[config.mk]
export PLATFORM = sky130hd
export DESIGN_NAME = rv32i_instruction_decoder
export DESIGN_NICKNAME = d
export VERILOG_FILES = /design/src/rtl/rvid_pkg.sv /design/src/rtl/rvid_decode.sv /design/src/rtl/rv32i_instruction_decoder.sv
export SDC_FILE = /design/constraint.sdc
export NUM_CORES = 1
export LEC_CHECK = 0
export BUFFER_PORTS_ARGS = -buffer_cell sky130_fd_sc_hd__buf_2
export CAP_MARGIN = 20
export CORE_MARGIN = 4
export CORE_UTILIZATION = 48
export DETAILED_ROUTE_END_ITERATION = 8
export GPL_TIMING_DRIVEN = 0
export HOLD_SLACK_MARGIN = 0.05
export PLACE_DENSITY = 0.75
export SLEW_MARGIN = 20
export SYNTH_ARGS = -nofsm -noshare
export SYNTH_HDL_FRONTEND = slang
export SYNTH_SLANG_ARGS = --single-unit
[constraint.sdc]
create_clock -name clock -period 1.9 [get_ports clock]
set_clock_uncertainty 0.1 [all_clocks]
set_input_delay 0.095 -clock clock [delete_from_list [all_inputs] [get_ports clock]]
set_output_delay 0.095 -clock clock [all_outputs]
set_load 0.01 [all_outputs]
[src/rtl/rvid_pkg.sv]
// Shared opcodes, operation numbers, format codes and decode types for the RV32I decoder.
package rvid_pkg;

   // Major opcodes, bits 6:0 of the instruction word
   localparam logic [6:0] OPC_OP      = 7'b0110011;
   localparam logic [6:0] OPC_OPIMM   = 7'b0010011;
   localparam logic [6:0] OPC_JALR    = 7'b1100111;
   localparam logic [6:0] OPC_MISCMEM = 7'b0001111;
   localparam logic [6:0] OPC_SYSTEM  = 7'b1110011;
   localparam logic [6:0] OPC_STORE   = 7'b0100011;
   localparam logic [6:0] OPC_BRANCH  = 7'b1100011;
   localparam logic [6:0] OPC_LUI     = 7'b0110111;
   localparam logic [6:0] OPC_AUIPC   = 7'b0010111;
   localparam logic [6:0] OPC_JAL     = 7'b1101111;

   // funct7 values
   localparam logic [6:0] F7_BASE = 7'b0000000;
   localparam logic [6:0] F7_ALT  = 7'b0100000;

   // funct3 values that need special handling
   localparam logic [2:0] F3_ADD  = 3'd0;
   localparam logic [2:0] F3_SLL  = 3'd1;
   localparam logic [2:0] F3_SR   = 3'd5;
   localparam logic [2:0] F3_FENCE  = 3'd0;
   localparam logic [2:0] F3_FENCEI = 3'd1;
   localparam logic [2:0] F3_JALR = 3'd0;
   localparam logic [2:0] F3_SW   = 3'd2;

   // Fully fixed system words
   localparam logic [31:0] WORD_ECALL  = 32'h0000_0073;
   localparam logic [31:0] WORD_EBREAK = 32'h0010_0073;

   // Format codes
   localparam logic [2:0] FMT_R = 3'd0;
   localparam logic [2:0] FMT_I = 3'd1;
   localparam logic [2:0] FMT_S = 3'd2;
   localparam logic [2:0] FMT_B = 3'd3;
   localparam logic [2:0] FMT_U = 3'd4;
   localparam logic [2:0] FMT_J = 3'd5;

   // Dense operation numbers
   localparam logic [5:0] OP_ADD    = 6'd0;
   localparam logic [5:0] OP_SUB    = 6'd1;
   localparam logic [5:0] OP_SLL    = 6'd2;
   localparam logic [5:0] OP_SLT    = 6'd3;
   localparam logic [5:0] OP_SLTU   = 6'd4;
   localparam logic [5:0] OP_XOR    = 6'd5;
   localparam logic [5:0] OP_SRL    = 6'd6;
   localparam logic [5:0] OP_SRA    = 6'd7;
   localparam logic [5:0] OP_OR     = 6'd8;
   localparam logic [5:0] OP_AND    = 6'd9;
   localparam logic [5:0] OP_ADDI   = 6'd10;
   localparam logic [5:0] OP_SLTI   = 6'd11;
   localparam logic [5:0] OP_SLTIU  = 6'd12;
   localparam logic [5:0] OP_XORI   = 6'd13;
   localparam logic [5:0] OP_ORI    = 6'd14;
   localparam logic [5:0] OP_ANDI   = 6'd15;
   localparam logic [5:0] OP_SLLI   = 6'd16;
   localparam logic [5:0] OP_SRLI   = 6'd17;
   localparam logic [5:0] OP_SRAI   = 6'd18;
   localparam logic [5:0] OP_JALR   = 6'd19;
   localparam logic [5:0] OP_FENCE  = 6'd20;
   localparam logic [5:0] OP_FENCEI = 6'd21;
   localparam logic [5:0] OP_ECALL  = 6'd22;
   localparam logic [5:0] OP_EBREAK = 6'd23;
   localparam logic [5:0] OP_SB     = 6'd24;
   localparam logic [5:0] OP_SH     = 6'd25;
   localparam logic [5:0] OP_SW     = 6'd26;
   localparam logic [5:0] OP_BEQ    = 6'd27;
   localparam logic [5:0] OP_BNE    = 6'd28;
   localparam logic [5:0] OP_BLT    = 6'd29;
   localparam logic [5:0] OP_BGE    = 6'd30;
   localparam logic [5:0] OP_BLTU   = 6'd31;
   localparam logic [5:0] OP_BGEU   = 6'd32;
   localparam logic [5:0] OP_LUI    = 6'd33;
   localparam logic [5:0] OP_AUIPC  = 6'd34;
   localparam logic [5:0] OP_JAL    = 6'd35;

   // Decoded part of one word, passed from the decode logic to the result register
   typedef struct packed {
      logic        illegal;
      logic [2:0]  format_kind;
      logic [5:0]  op_id;
      logic [31:0] immediate;
   } dec_type;

   // R-type with base funct7, indexed by funct3
   function automatic logic [5:0] r_base_op(input logic [2:0] f3);
      logic [5:0] op;
      case (f3)
         3'd0:    op = OP_ADD;
         3'd1:    op = OP_SLL;
         3'd2:    op = OP_SLT;
         3'd3:    op = OP_SLTU;
         3'd4:    op = OP_XOR;
         3'd5:    op = OP_SRL;
         3'd6:    op = OP_OR;
         default: op = OP_AND;
      endcase
      return op;
   endfunction

   // OP-IMM, indexed by funct3 (shift rows are refined by funct7 elsewhere)
   function automatic logic [5:0] imm_op(input logic [2:0] f3);
      logic [5:0] op;
      case (f3)
         3'd0:    op = OP_ADDI;
         3'd1:    op = OP_SLLI;
         3'd2:    op = OP_SLTI;
         3'd3:    op = OP_SLTIU;
         3'd4:    op = OP_XORI;
         3'd5:    op = OP_SRLI;
         3'd6:    op = OP_ORI;
         default: op = OP_ANDI;
      endcase
      return op;
   endfunction

   // Branches, indexed by funct3; codes 2 and 3 are not branches
   function automatic logic [5:0] branch_op(input logic [2:0] f3);
      logic [5:0] op;
      case (f3)
         3'd0:    op = OP_BEQ;
         3'd1:    op = OP_BNE;
         3'd4:    op = OP_BLT;
         3'd5:    op = OP_BGE;
         3'd6:    op = OP_BLTU;
         default: op = OP_BGEU;
      endcase
      return op;
   endfunction

endpackage

[src/rtl/rvid_decode.sv]
// Combinational decode of one RV32I word: format, operation number, illegal flag, immediate.
module rvid_decode (
   input  logic [31:0]     instr_word,
   output rvid_pkg::dec_type dec_out
);
   import rvid_pkg::*;

   logic [6:0]  opc;
   logic [2:0]  f3;
   logic [6:0]  f7;
   logic [2:0]  fmt;
   logic [5:0]  op;
   logic        hit;
   logic        known;
   logic        is_shamt;
   logic [31:0] imm;

   assign opc = instr_word[6:0];
   assign f3  = instr_word[14:12];
   assign f7  = instr_word[31:25];

   always_comb begin
      fmt      = FMT_R;
      op       = OP_ADD;
      hit      = 1'b0;
      known    = 1'b1;
      is_shamt = 1'b0;
      case (opc)
         OPC_OP: begin
            fmt = FMT_R;
            if (f7 == F7_BASE) begin
               op  = r_base_op(f3);
               hit = 1'b1;
            end else if (f7 == F7_ALT && f3 == F3_ADD) begin
               op  = OP_SUB;
               hit = 1'b1;
            end else if (f7 == F7_ALT && f3 == F3_SR) begin
               op  = OP_SRA;
               hit = 1'b1;
            end
         end
         OPC_OPIMM: begin
            fmt = FMT_I;
            if (f3 == F3_SLL) begin
               op       = OP_SLLI;
               hit      = (f7 == F7_BASE);
               is_shamt = hit;
            end else if (f3 == F3_SR) begin
               op       = (f7 == F7_ALT) ? OP_SRAI : OP_SRLI;
               hit      = (f7 == F7_BASE) || (f7 == F7_ALT);
               is_shamt = hit;
            end else begin
               op  = imm_op(f3);
               hit = 1'b1;
            end
         end
         OPC_JALR: begin
            fmt = FMT_I;
            op  = OP_JALR;
            hit = (f3 == F3_JALR);
         end
         OPC_MISCMEM: begin
            fmt = FMT_I;
            op  = (f3 == F3_FENCEI) ? OP_FENCEI : OP_FENCE;
            hit = (f3 == F3_FENCE) || (f3 == F3_FENCEI);
         end
         OPC_SYSTEM: begin
            fmt = FMT_I;
            op  = (instr_word == WORD_EBREAK) ? OP_EBREAK : OP_ECALL;
            hit = (instr_word == WORD_ECALL) || (instr_word == WORD_EBREAK);
         end
         OPC_STORE: begin
            fmt = FMT_S;
            op  = OP_SB + {3'b000, f3};
            hit = (f3 <= F3_SW);
         end
         OPC_BRANCH: begin
            fmt = FMT_B;
            op  = branch_op(f3);
            hit = !(f3 inside {3'd2, 3'd3});
         end
         OPC_LUI: begin
            fmt = FMT_U;
            op  = OP_LUI;
            hit = 1'b1;
         end
         OPC_AUIPC: begin
            fmt = FMT_U;
            op  = OP_AUIPC;
            hit = 1'b1;
         end
         OPC_JAL: begin
            fmt = FMT_J;
            op  = OP_JAL;
            hit = 1'b1;
         end
         default: begin
            known = 1'b0;
         end
      endcase
   end

   // Immediate: zero for unknown opcodes, shift amount for immediate shifts
   always_comb begin
      if (!known) begin
         imm = '0;
      end else if (is_shamt) begin
         imm = {27'b0, instr_word[24:20]};
      end else begin
         case (fmt)
            FMT_I:   imm = {{20{instr_word[31]}}, instr_word[31:20]};
            FMT_S:   imm = {{20{instr_word[31]}}, instr_word[31:25], instr_word[11:7]};
            FMT_B:   imm = {{19{instr_word[31]}}, instr_word[31], instr_word[7],
                            instr_word[30:25], instr_word[11:8], 1'b0};
            FMT_U:   imm = {instr_word[31:12], 12'b0};
            FMT_J:   imm = {{11{instr_word[31]}}, instr_word[31], instr_word[19:12],
                            instr_word[20], instr_word[30:21], 1'b0};
            default: imm = '0;
         endcase
      end
   end

   assign dec_out.illegal     = !hit;
   assign dec_out.format_kind = fmt;
   assign dec_out.op_id       = hit ? op : OP_ADD;
   assign dec_out.immediate   = imm;

endmodule

[src/rtl/rv32i_instruction_decoder.sv]
// Top level of the RV32I decoder: input register, decode logic and result register.
//
// Decodes one RV32I instruction word per clock. Raise start with the word on
// req_instr_word; it is taken at any edge where busy is low, and busy is high
// only while reset is asserted, so a new word can enter in every cycle. Each
// word is registered in the input register, then passes through the decode logic
// into the result register; its result is driven on the rsp_ ports, marked by a
// one-cycle rsp_valid strobe, in the order taken. The receiver cannot stall:
// every strobed word must be captured in that cycle.
// rsp_illegal flags words that match none of the 36 recognized operations;
// loads are reported illegal. For an unknown opcode the format, operation
// number and immediate are zero; for a known opcode with a bad function field
// the operation number is zero while format and immediate follow the opcode.
// Register index outputs always carry their raw bit fields.
module rv32i_instruction_decoder (
   input  logic               clock,
   input  logic               reset,
   input  logic               start,
   output logic               busy,
   input  logic [31:0]        req_instr_word,
   output logic               rsp_valid,
   output logic               rsp_illegal,
   output logic [2:0]         rsp_format_kind,
   output logic [5:0]         rsp_op_id,
   output logic [4:0]         rsp_dest_reg,
   output logic [4:0]         rsp_src_reg_a,
   output logic [4:0]         rsp_src_reg_b,
   output logic signed [31:0] rsp_immediate
);
   import rvid_pkg::*;

   logic        req_valid_ff, req_valid_in;
   logic [31:0] req_word_ff;
   logic        rsp_valid_ff;
   dec_type     rsp_dec_ff, rsp_dec_in;
   logic [4:0]  rsp_rd_ff, rsp_rs1_ff, rsp_rs2_ff;

   // Never hold off words outside reset
   assign busy = reset;

   // Capture a word on every accepted start
   assign req_valid_in = start && !busy;

   always_ff @(posedge clock) begin
      if (reset) begin
         req_valid_ff <= 1'b0;
         rsp_valid_ff <= 1'b0;
      end else begin
         req_valid_ff <= req_valid_in;
         rsp_valid_ff <= req_valid_ff;
      end
   end

   // Payload registers: hold the word, then the decoded result
   always_ff @(posedge clock) begin
      if (req_valid_in) begin
         req_word_ff <= req_instr_word;
      end
      if (req_valid_ff) begin
         rsp_dec_ff <= rsp_dec_in;
         rsp_rd_ff  <= req_word_ff[11:7];
         rsp_rs1_ff <= req_word_ff[19:15];
         rsp_rs2_ff <= req_word_ff[24:20];
      end
   end

   // Decode the registered word
   rvid_decode u_decode (
      .instr_word (req_word_ff),
      .dec_out    (rsp_dec_in)
   );

   assign rsp_valid       = rsp_valid_ff;
   assign rsp_illegal     = rsp_dec_ff.illegal;
   assign rsp_format_kind = rsp_dec_ff.format_kind;
   assign rsp_op_id       = rsp_dec_ff.op_id;
   assign rsp_dest_reg    = rsp_rd_ff;
   assign rsp_src_reg_a   = rsp_rs1_ff;
   assign rsp_src_reg_b   = rsp_rs2_ff;
   assign rsp_immediate   = signed'(rsp_dec_ff.immediate);

   // Every accepted word comes out as a result strobe
   a_latency : assert property (@(posedge clock) disable iff (reset)
      (start && !busy) |-> ##2 rsp_valid)
      else $error("accepted word did not produce a result");

   // No result without an earlier accepted word
   a_no_spurious : assert property (@(posedge clock) disable iff (reset)
      rsp_valid |-> $past(req_valid_in, 2))
      else $error("result strobe without accepted word");

   // Illegal results report operation zero
   a_illegal_op : assert property (@(posedge clock) disable iff (reset)
      (rsp_valid && rsp_illegal) |-> (rsp_op_id == OP_ADD))
      else $error("illegal word with nonzero operation number");

   // Legal R-type results carry a zero immediate
   a_rtype_imm : assert property (@(posedge clock) disable iff (reset)
      (rsp_valid && !rsp_illegal && rsp_format_kind == FMT_R) |-> (rsp_immediate == 32'sd0))
      else $error("R-type result with nonzero immediate");

   // The destination register field matches the accepted word
   a_reg_fields : assert property (@(posedge clock) disable iff (reset)
      rsp_valid |-> (rsp_dest_reg == $past(req_instr_word[11:7], 2)))
      else $error("destination field mismatch");

endmodule
==> results.txt <==
----------------------------------------------------
[Run status]
  Result of the run ... finished, violations left
  Violated checks ... negative setup slack

[Global route]
  Antenna violations before repair ... 0
  Number of global-route vias before repair ... 3057
  Maximum number of pins on one net before global-route repair ... 59
  Global-route wire length before repair ... 15.2 mm
  Overall routing resource usage ... 19.6%
  Total congestion overflow ... 0

[Setup path]
  Crit path max fanout ... 10
  Critical Path Start ... req_word_ff[5]
  Origin of the critical flop-to-flop path ... req_word_ff[5]
  CP Capture Type ... flop
  Class of the most critical setup path ... flop to flop
  Setup crit start kind ... flop
  Arrival time at the worst endpoint ... 2150 ps
  Data required time at the worst endpoint ... 2030 ps

[Power]
  Peak supply drop ... 0.470 mV
  Sw Share ... 26.9%
  Share of power burned in registers ... 56.5%
  Total power divided by cell area ... 754 nW/um^2
  Comb power frac ... 12.9%
  Static leakage ... 0.00220 uW
  Clock power share ... 30.6%
  Switching power ... 1160 uW
  Internal power ... 3140 uW

[Placement]
  Total of buffers placed on input and output ports ... 93
  Final weighted congestion in routability-driven placement ... 0.895
  Number of placed cells counting well taps ... 505
  DP HPWL ... 6.26 mm
  Post-Place Setup Slack ... -404 ps

[Cells and area]
  Core occupancy in the finished layout ... 72.3%
  P&R area growth vs syn ... 43.6%
  Share of cells above drive strength 1 ... 44.1%
  Filler instances ... 519
  Number of nets in the finished design ... 511
  Number of standard cells in the final layout excluding fillers ... 583
  Antenna diode instance count ... 0

[Route]
  DRC viols ... 0
  Wire length per cell after detailed routing ... 17.2 um
  First DRT Iteration DRCs ... 235
  Detailed-router iteration count before antenna repair ... 4
  Vias after detailed routing ... 3184
  Avg Vias per Cell ... 5.46
  Remaining antenna violation count ... 0
  Total Wirelength ... 10.0 mm

[Worst hold path]
  Path category of the worst min-delay check ... primary input to flop
  HP Start ... start

[STA]
  Number of failing hold endpoints at the final stage ... 0
  Transition time at the pin with the least slew margin ... 732 ps
  Setup violations, final ... 34
  RSZ-0062 raised after global routing ... true
  Max-slew headroom at the worst pin ... 51.2%
  Fraction of the cycle the final worst path needs ... 106%
  Shortest clock period the worst path allows after layout ... 2020 ps
  Number of slew-limit violations in the final report ... 0
  Final setup slack of the worst path ... -122 ps
  Max Clk Rate ... 495 MHz
  Total Neg Setup Slack ... -2530 ps

[Floorplanning]
  Die Height ... 99.0 um
  Number of core rows ... 32
  Die footprint ... 9790 um^2
  Starting density of the core ... 50.3%
  Die width ... 99.0 um
  Core area ... 7890 um^2
  IO Count ... 94

[Yosys]
  Gate Count Post-Synth ... 309
  Synth async-reset ratio ... 0%
  Top-area cell type share of the netlist area ... 67.3%
  Flip-flop and latch count after synthesis ... 91
  Cell with the most instances after synthesis ... edfxtp_1
  Count of warnings emitted by yosys ... 0
  Post-synth EDFFs ... 89
  Largest area contributor in the synthesized netlist ... edfxtp_1
  Commonest cells in the synthesized netlist ... edfxtp_1, nand2_1, o21ai_0
  Library cells used by synthesis ... 53
  Biggest area contributors in the synthesized netlist ... edfxtp_1, nand2_1, o21ai_0
  Mean Syn Cell Area ... 12.9 um^2
  Net count of the mapped netlist ... 344
  Sequential area share after synthesis ... 68.3%
  Commonest register cell after synthesis ... edfxtp_1
  Post-Syn Area ... 3970 um^2

[Clock network]
  Clock tree from TritonCTS ... yes
  Maximum level of the CTS H-tree ... 3
  Clock transition at the registers of the reported paths ... 100 ps
  TritonCTS Buffers ... 9
  Clock latency of the later-clocked register in the worst-skew pair ... 370 ps
  CTS max path bufs ... 2
  # clock sinks ... 91
  Root buffer cell ... clkbuf_8

[Flow run]
  Max-capacitance violation count ... 0

----------------------------------------------------
[metal layers]
layer	global-route usage [%]	up-vias	share of wire [%]
met1	24.8	1506	38
met2	33.8	157	52
met3	4.25	23	7.6
li1	-	1498	-
met4	5.88	0	2.4
met5	0	-	0
[kinds of logic after synthesis]
logic type | share of synthesized area (%)
DFF | 68.3
xor gates and xnor gates | 0.882
and+or+nand+nor | 17.0
muxes | 0.252
AOI/OAI and AO/OA | 10.1
buffers and inverters | 3.47
[critical path: stages, from the launching register on]
cell and delay [ps]:
edfxtp_1 500, nand2_2 80, buf_4 160, nor4_2 410
nand2_1 140, clkbuf_1 320, nand3_1 170
[final cells by class]
class | count | area, um^2 | share of cell area, %
flip-flops and latches | 91 | 2720 | 47.6
multi-input cells | 190 | 1400 | 24.5
repair buffers | 157 | 1080 | 19.0
plain buffers | 19 | 146 | 2.57
well taps | 102 | 128 | 2.24
clock buffers | 9 | 124 | 2.17
clock inverters | 7 | 76.3 | 1.34
inverters | 8 | 30.0 | 0.527
[worst paths after layout]
kind | to | cells past startpoint | slack, ps
max | rsp_immediate[30] | 6 | -120
min reg2reg | rsp_src_reg_a[0] | 0 | 410
min | req_word_ff[14] | 2 | 90
max reg2reg | rsp_immediate[30] | 6 | -120
[metrics by stage]
| stage | total power [uW] | cell area [um^2] | hold slack, ps |
|---|---|---|---|
| final | 4300 | 5700 | 92.7 |
| after global routing | 4480 | 5700 | 90.9 |
| after CTS | 4260 | 5410 | 86.8 |
| after detailed placement | 2860 | 4620 | 173 |
| after global placement | 2840 | 4580 | 171 |
| after floorplan | 2670 | 3990 | 59.2 |
[power by group through the flow]
stage	combinational [uW]	sequential, uW	clock, uW
5_1_grt	599	2450	1430
3_3_place_gp	377	2470	0
4_1_cts	495	2430	1340
2_1_floorplan	178	2490	0
6_report	555	2430	1320
3_5_place_dp	385	2470	0
[cell usage in the layout (no fill, tap or decap), types with 8 or more instances in the layout]
cell	count
o21ai_0	10
buf_6	10
edfxtp_1	89
nand2_1	44
buf_4	25
nand3_2	8
nor2_1	8
dlygate4sd3_1	34
and2_1	8
buf_2	96
clkbuf_8	9
[timing repair]
item                       CTS  global route
cloned                       0             2
hold endpoints to repair    39             0
hold buffers                34             0
setup endpoints to repair   39            39
buffers inserted            18             9
gates resized for setup     31            49
pin swaps                    6            10
Power figures use the tool's default switching activity.
